File: config.mk
export PLATFORM = sky130hd
export DESIGN_NAME = ph_sensor_conditioner
export DESIGN_NICKNAME = d
export VERILOG_FILES = /design/src/hw/rtl/phsc_pkg.sv /design/src/hw/rtl/phsc_div.sv /design/src/hw/rtl/phsc_datapath.sv /design/src/hw/rtl/phsc_ctrl.sv /design/src/hw/rtl/ph_sensor_conditioner.sv
export SDC_FILE = /design/constraint.sdc
export NUM_CORES = 2
export LEC_CHECK = 0
export BUFFER_PORTS_ARGS = -buffer_cell sky130_fd_sc_hd__buf_4
export CAP_MARGIN = 20
export CORE_UTILIZATION = 59
export CTS_BUF_LIST = sky130_fd_sc_hd__clkbuf_16
export CTS_CLUSTER_DIAMETER = 100
export DETAILED_ROUTE_END_ITERATION = 6
export MAX_ROUTING_LAYER = met4
export PLACE_DENSITY_LB_ADDON = 0.08
export SETUP_SLACK_MARGIN = 0.3
export SYNTH_ARGS = -nofsm -noshare
export SYNTH_HDL_FRONTEND = slang
export SYNTH_SLANG_ARGS = --single-unit
File: constraint.sdc
create_clock -name clk -period 8.7 [get_ports clk]
set_input_delay 2.61 -clock clk [delete_from_list [all_inputs] [get_ports clk]]
set_output_delay 2.61 -clock clk [all_outputs]
set_load 0.05 [all_outputs]
File: src/hw/rtl/phsc_pkg.sv
// Shared types and constants of the pH sensor conditioner.
package phsc_pkg;

  localparam int WIN_SIZE  = 10;
  localparam int TRIM_REQ  = 2;
  localparam int TRIM_EFF  = (TRIM_REQ > (WIN_SIZE - 1) / 2) ? (WIN_SIZE - 1) / 2 : TRIM_REQ;
  localparam int AVG_CNT   = WIN_SIZE - 2 * TRIM_EFF;
  localparam int IDX_W     = $clog2(WIN_SIZE);
  localparam int ACC_W     = 12 + $clog2(WIN_SIZE + 1);

  // mean by reciprocal multiply: floor(x / AVG_CNT) = (x * MEAN_RCP) >> MEAN_SH
  localparam int MEAN_SH    = 24;
  localparam int MEAN_RCP   = ((1 << MEAN_SH) + AVG_CNT - 1) / AVG_CNT;
  localparam int MEAN_RCP_W = $clog2(MEAN_RCP + 1);

  localparam int ALPHA_Q16 = 6554;
  localparam int ALPHA_W   = 17;

  localparam int DIVD_W    = 50;
  localparam int DIVS_W    = 30;
  localparam int QUO_KEEP  = 24;
  localparam int RAW_W     = 26;

  localparam int KELVIN_25C = 29815;
  localparam int KELVIN_0C  = 27315;
  localparam int MV_SCALE   = 16000;
  localparam int PH_MAX     = 14000;

  localparam int CFG_IDX_W  = 3;
  localparam int CFG_DATA_W = 19;

  localparam logic [CFG_IDX_W-1:0] REG_SLOPE     = 3'd0;
  localparam logic [CFG_IDX_W-1:0] REG_INTERCEPT = 3'd1;
  localparam logic [CFG_IDX_W-1:0] REG_CRIT_LOW  = 3'd2;
  localparam logic [CFG_IDX_W-1:0] REG_DANG_LOW  = 3'd3;
  localparam logic [CFG_IDX_W-1:0] REG_WARN_LOW  = 3'd4;
  localparam logic [CFG_IDX_W-1:0] REG_CRIT_HIGH = 3'd5;
  localparam logic [CFG_IDX_W-1:0] REG_DANG_HIGH = 3'd6;
  localparam logic [CFG_IDX_W-1:0] REG_WARN_HIGH = 3'd7;

  typedef enum logic [2:0] {
    ST_OPTIMAL    = 3'd0,
    ST_WARN_ACID  = 3'd1,
    ST_DANG_ACID  = 3'd2,
    ST_CRIT_ACID  = 3'd3,
    ST_WARN_BASE  = 3'd4,
    ST_DANG_BASE  = 3'd5,
    ST_CRIT_BASE  = 3'd6
  } status_t;

  typedef enum logic [3:0] {
    S_IDLE, S_STORE, S_SORT, S_SUM, S_MDIV, S_MUL1, S_MUL2,
    S_PDIV, S_PWAIT, S_EMA_MUL, S_EMA_ADD, S_DONE
  } state_t;

  typedef struct packed {
    logic             load;
    logic             store;
    logic             acc_clr;
    logic             sort;
    logic             sum;
    logic [IDX_W-1:0] idx;
    logic             phase;
    logic             div_start;
    logic             mean_take;
    logic             mul1;
    logic             mul2;
    logic             raw_take;
    logic             ema_mul;
    logic             ema_add;
    logic             out_load;
  } cmd_t;

  typedef struct packed {
    logic win_full;
    logic div_done;
    logic div_busy;
  } stat_t;

endpackage

File: src/hw/rtl/phsc_div.sv
// Restoring divider, one quotient bit per cycle.
module phsc_div
  import phsc_pkg::*;
(
  input  logic              clk,
  input  logic              rst_n,
  input  logic              start,
  input  logic [DIVD_W-1:0] dividend,
  input  logic [DIVS_W-1:0] divisor,
  output logic              busy,
  output logic              done,
  output logic [DIVD_W-1:0] quotient
);

  localparam int CNT_W = $clog2(DIVD_W);

  logic [DIVD_W-1:0] quo_r;
  logic [DIVS_W-1:0] rem_r;
  logic [DIVS_W-1:0] dsr_r;
  logic [CNT_W-1:0]  cnt_r;
  logic              busy_r;
  logic              done_r;
  logic [DIVS_W:0]   shifted;
  logic [DIVS_W+1:0] trial;

  always_comb begin
    shifted = {rem_r, quo_r[DIVD_W-1]};
    trial   = {1'b0, shifted} - {2'b00, dsr_r};
  end

  always_ff @(posedge clk) begin
    if (!rst_n) begin
      busy_r <= 1'b0;
      done_r <= 1'b0;
    end else begin
      done_r <= 1'b0;
      if (start) begin
        busy_r <= 1'b1;
      end else if (busy_r && cnt_r == CNT_W'(DIVD_W - 1)) begin
        busy_r <= 1'b0;
        done_r <= 1'b1;
      end
    end
  end

  always_ff @(posedge clk) begin
    if (start) begin
      quo_r <= dividend;
      rem_r <= '0;
      dsr_r <= divisor;
      cnt_r <= '0;
    end else if (busy_r) begin
      cnt_r <= cnt_r + 1'b1;
      if (!trial[DIVS_W+1]) begin
        rem_r <= trial[DIVS_W-1:0];
        quo_r <= {quo_r[DIVD_W-2:0], 1'b1};
      end else begin
        rem_r <= shifted[DIVS_W-1:0];
        quo_r <= {quo_r[DIVD_W-2:0], 1'b0};
      end
    end
  end

  assign busy     = busy_r;
  assign done     = done_r;
  assign quotient = quo_r;

endmodule

File: src/hw/rtl/phsc_datapath.sv
// Datapath: window, sorter, mean, slope scaling, EMA, clamp and status.
module phsc_datapath
  import phsc_pkg::*;
(
  input  logic                  clk,
  input  logic                  rst_n,
  input  cmd_t                  cmd,
  output stat_t                 stat,
  input  logic [11:0]           in_sample_mv,
  input  logic                  in_use_window,
  input  logic signed [14:0]    in_temp_centi_c,
  input  logic                  in_temp_valid,
  input  logic                  cfg_wr,
  input  logic [CFG_IDX_W-1:0]  cfg_index,
  input  logic [CFG_DATA_W-1:0] cfg_data,
  output logic [13:0]           out_ph_mph,
  output logic [15:0]           out_mean_mv_x16,
  output logic [2:0]            out_status_code,
  output logic                  out_was_clamped
);

  logic signed [17:0] slope_r;
  logic signed [18:0] icpt_r;
  logic [13:0] crit_lo_r, dang_lo_r, warn_lo_r, crit_hi_r, dang_hi_r, warn_hi_r;

  logic [11:0]        samp_r;
  logic signed [14:0] temp_r;
  logic               tvalid_r;
  logic [11:0]        win_r   [WIN_SIZE];
  logic [11:0]        win_nxt [WIN_SIZE];
  logic [IDX_W-1:0]   fill_r;
  logic [ACC_W-1:0]   acc_r;
  logic [15:0]        mv16_r;
  logic [33:0]        prod1_r;
  logic [48:0]        prod2_r;
  logic [DIVS_W-1:0]  den_r;
  logic               neg_r;
  logic signed [RAW_W-1:0] raw_r;
  logic signed [31:0] filt_r;
  logic               primed_r;
  logic [49:0]        emap_r;
  logic               eneg_r;

  logic [13:0]        ph_r;
  logic [15:0]        omv_r;
  status_t            ost_r;
  logic               ocl_r;

  logic              div_start, div_busy, div_done;
  logic [DIVD_W-1:0] div_dvd, div_quo;
  logic [DIVS_W-1:0] div_dsr;

  phsc_div u_div (
    .clk      (clk),
    .rst_n    (rst_n),
    .start    (div_start),
    .dividend (div_dvd),
    .divisor  (div_dsr),
    .busy     (div_busy),
    .done     (div_done),
    .quotient (div_quo)
  );

  assign div_start = cmd.div_start;

  always_comb begin
    div_dvd = {1'b0, prod2_r} + DIVD_W'(den_r >> 1);
    div_dsr = den_r;
  end

  // window write and odd/even transposition pass
  always_comb begin
    for (int i = 0; i < WIN_SIZE; i++) win_nxt[i] = win_r[i];
    if (cmd.sort) begin
      for (int i = 0; i < WIN_SIZE - 1; i++) begin
        if ((i % 2) == int'(cmd.phase) && win_r[i] > win_r[i+1]) begin
          win_nxt[i]   = win_r[i+1];
          win_nxt[i+1] = win_r[i];
        end
      end
    end else if (cmd.store) begin
      win_nxt[fill_r] = samp_r;
    end
  end

  always_ff @(posedge clk) begin
    for (int i = 0; i < WIN_SIZE; i++) win_r[i] <= win_nxt[i];
  end

  always_ff @(posedge clk) begin
    if (!rst_n) begin
      fill_r <= '0;
    end else if (cmd.store) begin
      fill_r <= (fill_r == IDX_W'(WIN_SIZE - 1)) ? '0 : fill_r + 1'b1;
    end
  end

  // arithmetic helpers
  logic [18:0]        slope_ext;
  logic [17:0]        slope_mag;
  logic [16:0]        kel;
  logic [RAW_W-1:0]   qmag;
  logic signed [33:0] ediff;
  logic [32:0]        emag;
  logic [33:0]        estep;
  logic signed [34:0] filt_sum;
  logic [ACC_W+3:0]   mean_x;
  logic [ACC_W+MEAN_RCP_W+3:0] mean_p;

  always_comb begin
    slope_ext = slope_r[17] ? 19'(-{slope_r[17], slope_r}) : 19'({slope_r[17], slope_r});
    slope_mag = slope_ext[17:0];
    kel       = 17'(temp_r) + 17'(KELVIN_0C);
    qmag      = RAW_W'(div_quo[QUO_KEEP-1:0]);
    ediff     = 34'(raw_r) - 34'(filt_r);
    emag      = ediff[33] ? 33'(-ediff) : 33'(ediff);
    estep     = 34'((emap_r + 50'd32768) >> 16);
    filt_sum  = eneg_r ? (35'(filt_r) - 35'(estep)) : (35'(filt_r) + 35'(estep));
    mean_x    = {acc_r, 4'b0000} + (ACC_W+4)'(AVG_CNT / 2);
    mean_p    = mean_x * MEAN_RCP_W'(MEAN_RCP);
  end

  always_ff @(posedge clk) begin
    if (cmd.load) begin
      samp_r   <= in_sample_mv;
      temp_r   <= in_temp_centi_c;
      tvalid_r <= in_temp_valid;
      if (!in_use_window) mv16_r <= {in_sample_mv, 4'b0000};
    end
    if (cmd.acc_clr) acc_r <= '0;
    else if (cmd.sum) acc_r <= acc_r + ACC_W'(win_r[cmd.idx]);
    if (cmd.mean_take) mv16_r <= mean_p[MEAN_SH+15:MEAN_SH];
    if (cmd.mul1) begin
      prod1_r <= 34'(slope_mag * mv16_r);
      neg_r   <= slope_r[17];
      den_r   <= tvalid_r ? DIVS_W'(kel[15:0] * 14'(MV_SCALE)) : DIVS_W'(MV_SCALE);
    end
    if (cmd.mul2) begin
      prod2_r <= tvalid_r ? 49'(prod1_r * 15'(KELVIN_25C)) : 49'(prod1_r);
    end
    if (cmd.raw_take) begin
      raw_r <= (neg_r ? -$signed(qmag) : $signed(qmag)) + RAW_W'(icpt_r);
    end
    if (cmd.ema_mul) begin
      emap_r <= 50'(emag * ALPHA_W'(ALPHA_Q16));
      eneg_r <= ediff[33];
    end
  end

  always_ff @(posedge clk) begin
    if (!rst_n) begin
      filt_r   <= '0;
      primed_r <= 1'b0;
    end else if (cfg_wr && (cfg_index == REG_SLOPE || cfg_index == REG_INTERCEPT)) begin
      primed_r <= 1'b0;
    end else if (cmd.ema_add) begin
      primed_r <= 1'b1;
      filt_r   <= primed_r ? filt_sum[31:0] : 32'(raw_r);
    end
  end

  always_ff @(posedge clk) begin
    if (!rst_n) begin
      slope_r   <= -18'sd5700;
      icpt_r    <= 19'sd21250;
      crit_lo_r <= 14'd5000;
      dang_lo_r <= 14'd6000;
      warn_lo_r <= 14'd6500;
      crit_hi_r <= 14'd9500;
      dang_hi_r <= 14'd8500;
      warn_hi_r <= 14'd8500;
    end else if (cfg_wr) begin
      case (cfg_index)
        REG_SLOPE:     slope_r   <= cfg_data[17:0];
        REG_INTERCEPT: icpt_r    <= cfg_data;
        REG_CRIT_LOW:  crit_lo_r <= cfg_data[13:0];
        REG_DANG_LOW:  dang_lo_r <= cfg_data[13:0];
        REG_WARN_LOW:  warn_lo_r <= cfg_data[13:0];
        REG_CRIT_HIGH: crit_hi_r <= cfg_data[13:0];
        REG_DANG_HIGH: dang_hi_r <= cfg_data[13:0];
        REG_WARN_HIGH: warn_hi_r <= cfg_data[13:0];
        default: ;
      endcase
    end
  end

  // clamp and grade
  logic [13:0] ph_c;
  logic        cl_c;
  status_t     st_c;

  always_comb begin
    if (filt_r < 0) begin
      ph_c = '0;
      cl_c = 1'b1;
    end else if (filt_r > 32'sd14000) begin
      ph_c = 14'(PH_MAX);
      cl_c = 1'b1;
    end else begin
      ph_c = filt_r[13:0];
      cl_c = 1'b0;
    end
    if (ph_c <= crit_lo_r)      st_c = ST_CRIT_ACID;
    else if (ph_c <= dang_lo_r) st_c = ST_DANG_ACID;
    else if (ph_c < warn_lo_r)  st_c = ST_WARN_ACID;
    else if (ph_c >= crit_hi_r) st_c = ST_CRIT_BASE;
    else if (ph_c > dang_hi_r)  st_c = ST_DANG_BASE;
    else if (ph_c > warn_hi_r)  st_c = ST_WARN_BASE;
    else                        st_c = ST_OPTIMAL;
  end

  always_ff @(posedge clk) begin
    if (cmd.out_load) begin
      ph_r  <= ph_c;
      omv_r <= mv16_r;
      ost_r <= st_c;
      ocl_r <= cl_c;
    end
  end

  assign out_ph_mph      = ph_r;
  assign out_mean_mv_x16 = omv_r;
  assign out_status_code = ost_r;
  assign out_was_clamped = ocl_r;

  assign stat.win_full = (fill_r == IDX_W'(WIN_SIZE - 1));
  assign stat.div_done = div_done;
  assign stat.div_busy = div_busy;

endmodule

File: src/hw/rtl/phsc_ctrl.sv
// Controller: sequences one item through the datapath.
module phsc_ctrl
  import phsc_pkg::*;
(
  input  logic  clk,
  input  logic  rst_n,
  input  logic  in_valid,
  input  logic  in_use_window,
  output logic  in_ready,
  output logic  out_valid,
  input  logic  out_ready,
  input  stat_t stat,
  output cmd_t  cmd
);

  state_t           state_r, state_nxt;
  logic [IDX_W-1:0] step_r, step_nxt;
  logic             out_valid_r;
  logic             slot_free;
  logic             accept;

  assign slot_free = !out_valid_r || out_ready;
  assign accept    = in_valid && (state_r == S_IDLE);

  always_comb begin
    state_nxt = state_r;
    step_nxt  = step_r;
    case (state_r)
      S_IDLE:    if (in_valid) state_nxt = in_use_window ? S_STORE : S_MUL1;
      S_STORE: begin
        step_nxt  = '0;
        state_nxt = stat.win_full ? S_SORT : S_IDLE;
      end
      S_SORT: begin
        if (step_r == IDX_W'(WIN_SIZE - 1)) begin
          step_nxt  = IDX_W'(TRIM_EFF);
          state_nxt = S_SUM;
        end else begin
          step_nxt = step_r + 1'b1;
        end
      end
      S_SUM: begin
        if (step_r == IDX_W'(TRIM_EFF + AVG_CNT - 1)) state_nxt = S_MDIV;
        else step_nxt = step_r + 1'b1;
      end
      S_MDIV:    state_nxt = S_MUL1;
      S_MUL1:    state_nxt = S_MUL2;
      S_MUL2:    state_nxt = S_PDIV;
      S_PDIV:    state_nxt = S_PWAIT;
      S_PWAIT:   if (stat.div_done) state_nxt = S_EMA_MUL;
      S_EMA_MUL: state_nxt = S_EMA_ADD;
      S_EMA_ADD: state_nxt = S_DONE;
      S_DONE:    if (slot_free) state_nxt = S_IDLE;
      default:   state_nxt = S_IDLE;
    endcase
  end

  always_comb begin
    cmd              = '0;
    cmd.load         = accept;
    cmd.idx          = step_r;
    cmd.phase        = step_r[0];
    case (state_r)
      S_STORE: begin
        cmd.store   = 1'b1;
        cmd.acc_clr = 1'b1;
      end
      S_SORT:    cmd.sort      = 1'b1;
      S_SUM:     cmd.sum       = 1'b1;
      S_MDIV:    cmd.mean_take = 1'b1;
      S_MUL1:    cmd.mul1      = 1'b1;
      S_MUL2:    cmd.mul2      = 1'b1;
      S_PDIV:    cmd.div_start = 1'b1;
      S_PWAIT:   cmd.raw_take  = stat.div_done;
      S_EMA_MUL: cmd.ema_mul   = 1'b1;
      S_EMA_ADD: cmd.ema_add   = 1'b1;
      S_DONE:    cmd.out_load  = slot_free;
      default: ;
    endcase
  end

  always_ff @(posedge clk) begin
    if (!rst_n) begin
      state_r     <= S_IDLE;
      step_r      <= '0;
      out_valid_r <= 1'b0;
    end else begin
      state_r <= state_nxt;
      step_r  <= step_nxt;
      if (cmd.out_load)   out_valid_r <= 1'b1;
      else if (out_ready) out_valid_r <= 1'b0;
    end
  end

  assign in_ready  = (state_r == S_IDLE);
  assign out_valid = out_valid_r;

`ifndef SYNTHESIS
  a_div_idle_on_start: assert property (@(posedge clk) disable iff (!rst_n)
    cmd.div_start |-> !stat.div_busy)
    else $error("divider started while busy");
  a_result_shown: assert property (@(posedge clk) disable iff (!rst_n)
    cmd.out_load |=> out_valid)
    else $error("loaded result not presented");
  a_window_store: assert property (@(posedge clk) disable iff (!rst_n)
    (in_valid && in_ready && in_use_window) |=> state_r == S_STORE)
    else $error("window transfer did not store");
  a_reset_clear: assert property (@(posedge clk)
    !rst_n |=> !out_valid && in_ready)
    else $error("reset left result pending");
`endif

endmodule

File: src/hw/rtl/ph_sensor_conditioner.sv
// Top level: pH sensor conditioner, trimmed-mean window, slope scaling, EMA.
// A window item that only stores its sample passes through S_STORE and back to idle.
// Items that produce a result pass the slope multiplies, the bit-serial divider
// for the kelvin division and the EMA; a full window first adds 10 sort passes
// and 6 sum steps. The mean uses a reciprocal multiply.
// Synchronous active-low reset restores register defaults, empties the window
// and unprimes the filter; no clearing pass is needed.
module ph_sensor_conditioner
  import phsc_pkg::*;
(
  input  logic                  clk,
  input  logic                  rst_n,
  input  logic                  in_valid,
  output logic                  in_ready,
  input  logic [11:0]           in_sample_mv,
  input  logic                  in_use_window,
  input  logic signed [14:0]    in_temp_centi_c,
  input  logic                  in_temp_valid,
  output logic                  out_valid,
  input  logic                  out_ready,
  output logic [13:0]           out_ph_mph,
  output logic [15:0]           out_mean_mv_x16,
  output logic [2:0]            out_status_code,
  output logic                  out_was_clamped,
  input  logic                  cfg_valid,
  output logic                  cfg_ready,
  input  logic [CFG_IDX_W-1:0]  cfg_index,
  input  logic [CFG_DATA_W-1:0] cfg_data
);

  cmd_t  cmd;
  stat_t stat;

  assign cfg_ready = 1'b1;

  phsc_ctrl u_ctrl (
    .clk           (clk),
    .rst_n         (rst_n),
    .in_valid      (in_valid),
    .in_use_window (in_use_window),
    .in_ready      (in_ready),
    .out_valid     (out_valid),
    .out_ready     (out_ready),
    .stat          (stat),
    .cmd           (cmd)
  );

  phsc_datapath u_dp (
    .clk             (clk),
    .rst_n           (rst_n),
    .cmd             (cmd),
    .stat            (stat),
    .in_sample_mv    (in_sample_mv),
    .in_use_window   (in_use_window),
    .in_temp_centi_c (in_temp_centi_c),
    .in_temp_valid   (in_temp_valid),
    .cfg_wr          (cfg_valid),
    .cfg_index       (cfg_index),
    .cfg_data        (cfg_data),
    .out_ph_mph      (out_ph_mph),
    .out_mean_mv_x16 (out_mean_mv_x16),
    .out_status_code (out_status_code),
    .out_was_clamped (out_was_clamped)
  );

endmodule

# == Word-level counts from Yosys, hierarchy flattened ==
# Memory sizes are Yosys's and may differ from the RTL's. A register that Yosys moved wholly into a read port is not among the register bits.
# Cells that the tools add are included.
# word_totals
n_memories,1
word_cells,219
in_bits,56
mem_bits_rw,120
out_inout_bits,37
reg_bits,565
# classes
n_eq_ne,29
reduce_logical,39
mul,5
n_bitwise,4
addsub,16
magnitude_cmp,19
n_mux,66
# mem_list
memory,words,word_bits,read_ports,rd_ports_with_merged_regs,wr,line,rtl
u_dp.win_r,10,12,11,1,10,phsc_datapath.sv:29,logic [11:0] win_r [WIN_SIZE];
# op_table
op,count
120-bit 2-to-1 mux,2
24-bit 2-to-1 mux,10
120-bit bitwise mux,1
12-bit greater-than comparator,9
50-bit 2-to-1 mux,2
32-bit 2-to-1 mux,2
49-bit by 29-bit adder with 50-bit output,1
34-bit by 15-bit multiplier with 49-bit output (second input constant),1
12-bit demux with 4-bit select,1
16-bit 2-to-1 mux,3
4-bit one-hot mux with 12 select lines,1
46-bit by 16-bit adder with 47-bit output (second input constant),1
33-bit by 12-bit multiplier with 45-bit output (second input constant),1
20-bit by 22-bit multiplier with 40-bit output (second input constant),1
4-bit 2-to-1 mux,10
18-bit by 16-bit multiplier with 34-bit output,1
34-bit 2-to-1 mux,1
33-bit 2-to-1 mux,1
33-bit negator,1
26-bit by 32-bit subtractor with 33-bit output,1
32-bit by 31-bit adder with 32-bit output,1
32-bit by 15-bit greater-than comparator with 1-bit output (second input constant),1
32-bit by 1-bit < comparator with 1-bit output (second input constant),1
31-bit by 30-bit subtractor with 32-bit output,1
other kinds (48),123

# == Depth between registers and ports, before layout ==
# An unclocked memory read counts as a cell.
# depth
depth_word,14
mapped_depth,36
depth_no_buf,36

# == By module ==
# Synthesis repeated with hierarchy kept, for this count alone.
# unflattened
hier_cells,7746
area_unflattened_um2,74980.7
# modules_own_cells
module,cells_each,area_each_um2,n_inst
phsc_datapath,7100,67925.1,1
phsc_div,553,6331.1,1
phsc_ctrl,91,713.2,1
ph_sensor_conditioner,2,11.3,1

# == Worst setup path after synthesis ==
# OpenSTA, ideal clock, no wires.
# synth_path
path_kind,register to register
from,register u_dp.filt_r[0]
to,register u_dp.emap_r[43] (data pin)
synth_period_minus_slack_ns,8.636
path_buffers,2
required_ns,8.435
t_arrival_ns,8.371
stages_incl_launch_ff,34
setup_slack_ns,0.064
cell_sequence,dfxtp_1 > ha_1 > fa_1 > nor2b_1 > o221a_4 > o31a_1 > a21o_1 > a22o_1 > o211ai_1 > a31oi_1 > clkbuf_1 > inv_1 > clkbuf_1 > o31ai_1 > xnor2_1 > ha_1 > inv_1 > fa_1 > fa_1 > inv_1 > fa_1 > fa_1 > ha_1 > a2111oi_0 > o21ai_0 > o2111ai_1 > a21oi_1 > o311ai_1 > a211oi_1 > o2111ai_1 > nand3_1 > a221oi_1 > o21ai_0 > xor2_1
# synth_between
elab_chain_len,4
# synth_lines
element,line,rtl
from (decl),phsc_datapath.sv:39,logic signed [31:0] filt_r;
from (signal assigned),phsc_datapath.sv:158,filt_r <= primed_r ? filt_sum[31:0] : 32'(raw_r);
26-bit by 32-bit subtractor with 33-bit output *,phsc_datapath.sv:115,ediff = 34'(raw_r) - 34'(filt_r);
net u_dp.ediff[32],phsc_datapath.sv:103,logic signed [33:0] ediff;
33-bit negator,phsc_datapath.sv:116,emag = ediff[33] ? 33'(-ediff) : 33'(ediff);
33-bit 2-to-1 mux *,phsc_datapath.sv:116,
33-bit by 12-bit multiplier with 45-bit output *,phsc_datapath.sv:145,emap_r <= 50'(emag * ALPHA_W'(ALPHA_Q16));
to (signal assigned),phsc_datapath.sv:145,
to (decl),phsc_datapath.sv:41,logic [49:0] emap_r;
# Mark *: on every way through the listed nets, which the timed path passes. The rest lies on a longest branch.
# A chain may end at the register's enable or synchronous reset.

# == Worst setup path in the final report ==
# layout_path
from,register u_dp.raw_r[3]
to,register u_dp.emap_r[36] (data pin)
# layout_between
elab_chain_len,4
# layout_lines
element,line,rtl
from (decl),phsc_datapath.sv:38,logic signed [RAW_W-1:0] raw_r;
from (signal assigned),phsc_datapath.sv:142,raw_r <= (neg_r ? -$signed(qmag) : $signed(qmag)) + RAW_W'(icpt_r);
26-bit by 32-bit subtractor with 33-bit output *,phsc_datapath.sv:115,
33-bit negator,phsc_datapath.sv:116,
33-bit 2-to-1 mux *,phsc_datapath.sv:116,
33-bit by 12-bit multiplier with 45-bit output *,phsc_datapath.sv:145,
# Mark *: on every way between the ends. The rest lies on a longest branch, timed or not.

==> metrics <==
outcome=complete, but fails checks; failing checks=design-rule violations; Post-Syn Instances=7692; Die Wd=around 360 um; initial antenna violation count=12; H-tree lvl count=3; synth-to-layout area growth=8.87%; DR iter-0 viols=around 3900; synthesized flop and latch total=around 660; fin crit share=94.4%; Fillers=just over 10000; WL met2=90.6 mm; Setup CP Type=register to register; number of synthesized flops with an enable pin=436; highest metal layer with signal wires=met4; cts hold-fix bufs=0; slew margin rel.=~26%; DR pass1 iterations=7; Post-Synth Simple-Gate Area=12.3%; max-cap violations=0; met3 WL=~10 mm; Worst-path clk slew=0.06 ns; fin nets=about 9600; first-pass GRT wire length=between 300 and 400 mm; Mapped Nets=about 9500; die height=between 300 and 400 um; sequential element share of the synthesized area=23.9%; slowest CP cell=fa_1; CTS tree=yes; Bufs on Longest Clock Path=3; Overall Global Routing Usage=30.8%; Residual DRC=16; syn_area_per_cell=roughly 9.6 um^2; Async SR Flop Fraction=0%; crit-path most repeated cell=buf_4; top_reg_cell synth=edfxtp_1; Hold Path Class=register to register; starting density of the core=roughly three fifths; clk sinks=between 600 and 700; most frequent cells in the layout=inv_1, ha_1, nand2_1; grt total ovfl=0; routability cong.=~0.95; CP max stage delay=0.54 ns; Core Region=approximately 120000 um^2; mapped cell area=approximately 74000 um^2; Layout Skew=roughly 0.045 ns; layout cell share with drive strength beyond 1=~7.9%; M1 wire length=just over 80 mm; Finished Core Util=approximately two thirds; fin. max-slew vios=0; XOR/XNOR Fraction of Synth Area=between 5 and 6%; mux cell area share after synthesis=2.03%; WP data arrival=~8.7 ns; RSZ-0062 raised after global routing=true; Die Area=126000 um^2; Least-Margin Pin Slew=roughly 1.1 ns; Crit. End Element=register; Via Count=55724; post-synthesis adder-cell area fraction=between 30% and 40%; port bufs=91; most common cell after layout, fill and taps aside=inv_1; detailed-route wire length=188 mm; CTS root buf=clkbuf_16; vias in the first global route=around 56000; Startpoint Class=register; Final min period=roughly 8 ns; FMAX=0.122 GHz; largest family of logic cells by synthesized area=adder cells; IO Pins=93; post-DP HPWL=~150 mm; Fin. Hold Viols=0; post-route ant nets=0; largest net degree at the start of global routing=roughly 110; Vias/cell=~5.9; Critical Path Fanout Max=4; number of distinct library cells after synthesis=around 100; Crit path required time=roughly 9 ns; WL/cell=between 15 and 20 um; TritonCTS buffer count=78; Yosys Warn Count=0; Std-Cell Rows=about 130; worst skew pair latency=slightly above 0.7 ns; final setup fails=0; compound-gate portion of the synthesized area=a little over an eighth
==> sequential cells by signal, indices dropped and copies added, names as in the netlist, 15 cells and up, named ones only <==
name	flops
u_dp.win_r	120
u_dp.u_div.quotient	50
u_dp.prod2_r	49
u_dp.prod1_r	34
u_dp.filt_r	32
u_dp.emap_r	31
u_dp.u_div.rem_r	30
u_dp.raw_r	26
u_dp.den_r	23
u_dp.u_div.dsr_r	23
u_dp.icpt_r	19
u_dp.slope_r	18
u_dp.acc_r	16
u_dp.mv16_r	16
u_dp.out_mean_mv_x16	16
u_dp.temp_r	15
==> cell usage after synthesis, types with 12 or more instances <==
cell type | count | area [um^2]
a21o_1 | 160 | 1200
a32oi_1 | 12 | 105
o21ai_0 | 350 | 1750
nor3b_1 | 13 | 97.6
nor3_1 | 105 | 526
a22oi_1 | 51 | 383
or3_1 | 35 | 219
o21a_1 | 70 | 526
o22ai_1 | 19 | 119
o21bai_1 | 35 | 263
a2111oi_0 | 13 | 114
a31oi_1 | 37 | 231
dfxtp_1 | 225 | 4500
nand2_1 | 813 | 3050
nor2b_1 | 89 | 557
xor2_1 | 158 | 1380
mux2_2 | 23 | 259
mux2i_1 | 70 | 701
a21oi_1 | 349 | 1750
o211a_1 | 21 | 210
a221o_1 | 29 | 290
nor4_1 | 23 | 144
inv_1 | 1111 | 4170
fa_1 | 717 | 14400
clkbuf_1 | 203 | 762
xnor2_1 | 265 | 2320
buf_4 | 16 | 120
buf_1 | 18 | 67.6
a21boi_0 | 87 | 653
nor2_1 | 319 | 1200
or2_2 | 31 | 194
nand4_1 | 70 | 438
edfxtp_1 | 436 | 13100
o211ai_1 | 60 | 450
ha_1 | 998 | 12500
mux4_2 | 24 | 541
nand3_1 | 116 | 581
a211oi_1 | 45 | 338
nand2b_1 | 65 | 407
and2_1 | 128 | 801
and3_1 | 48 | 300
o31ai_1 | 35 | 263
==> per-stage QoR <==
stage	TNS, ns	setup WS, ns	hold slack, ns	cell area (um^2)	cells
floorplan	0	0.343	0.406	73800	7692
global placement	0	0.116	0.453	76700	9315
detailed placement	-0.120	-0.0698	0.460	76700	9320
CTS	0	0.289	0.468	79500	9474
global route	0	0.178	0.486	80300	9505
finish	0	0.487	0.466	80300	9506
==> per-layer routing <==
layer / global-route usage, % / vias up
met5: - / -
li1: - / 26464
met3: 3.71 / 352
met4: 9.35 / 0
met2: 50.1 / 1568
met1: 40.4 / 27340
==> worst paths after layout <==
check	cells after the start	from	end	slack, ns
setup reg to reg	36	u_dp.raw_r[3]	u_dp.emap_r[36]	0.49
hold / removal	2	u_dp.warn_hi_r[7]	u_dp.warn_hi_r[7]	0.47
setup / recovery	36	u_dp.raw_r[3]	u_dp.emap_r[36]	0.49
hold reg to reg	2	u_dp.warn_hi_r[7]	u_dp.warn_hi_r[7]	0.47
==> worst max-delay path: cells and delay by family, from the launching register on <==
| kind | cells | cell delay [ns] |
|---|---|---|
| AND/OR/NAND/NOR | 7 | 1.40 |
| flip-flops | 1 | 0.42 |
| XOR/XNOR | 2 | 0.18 |
| AO/OA/AOI/OAI | 11 | 2.20 |
| adder cells (fa/ha/maj) | 7 | 2.68 |
| buffers and inverters | 9 | 1.03 |
==> logic make-up (layout without fill, tap and decap cells) <==
group                      Yosys count  after routing
DFF                                661            661
muxes                              117            117
and+or+nand+nor                   1917           1917
other                                1              7
xor gates and xnor gates           425            425
buffers and inverters             1356           1527
AOI/OAI and AO/OA                 1500           1500
adders and majority gates         1715           1715
==> area by class of cell <==
cell class / instances / area [um^2] / area share, %
multi-input combinational: 5675 / 51900 / 64.6
sequential: 661 / 17600 / 21.9
inverter: 1113 / 4180 / 5.20
tap: 1637 / 2050 / 2.55
timing repair buffer: 269 / 2040 / 2.54
clock buffer: 80 / 2000 / 2.49
clock inverter: 65 / 558 / 0.695
antenna: 6 / 15.0 / 0.0187
==> repair_timing <==
item,in CTS,in global routing
endpoints found under the hold margin,0,0
cloned,1,1
gates resized for setup,28,109
endpoints found under the setup margin,13,21
buffers inserted,8,23
pin swaps,12,48
Power is not shown: default switching activity piles up to over one toggle a cycle in this logic, so the estimate is an artifact.
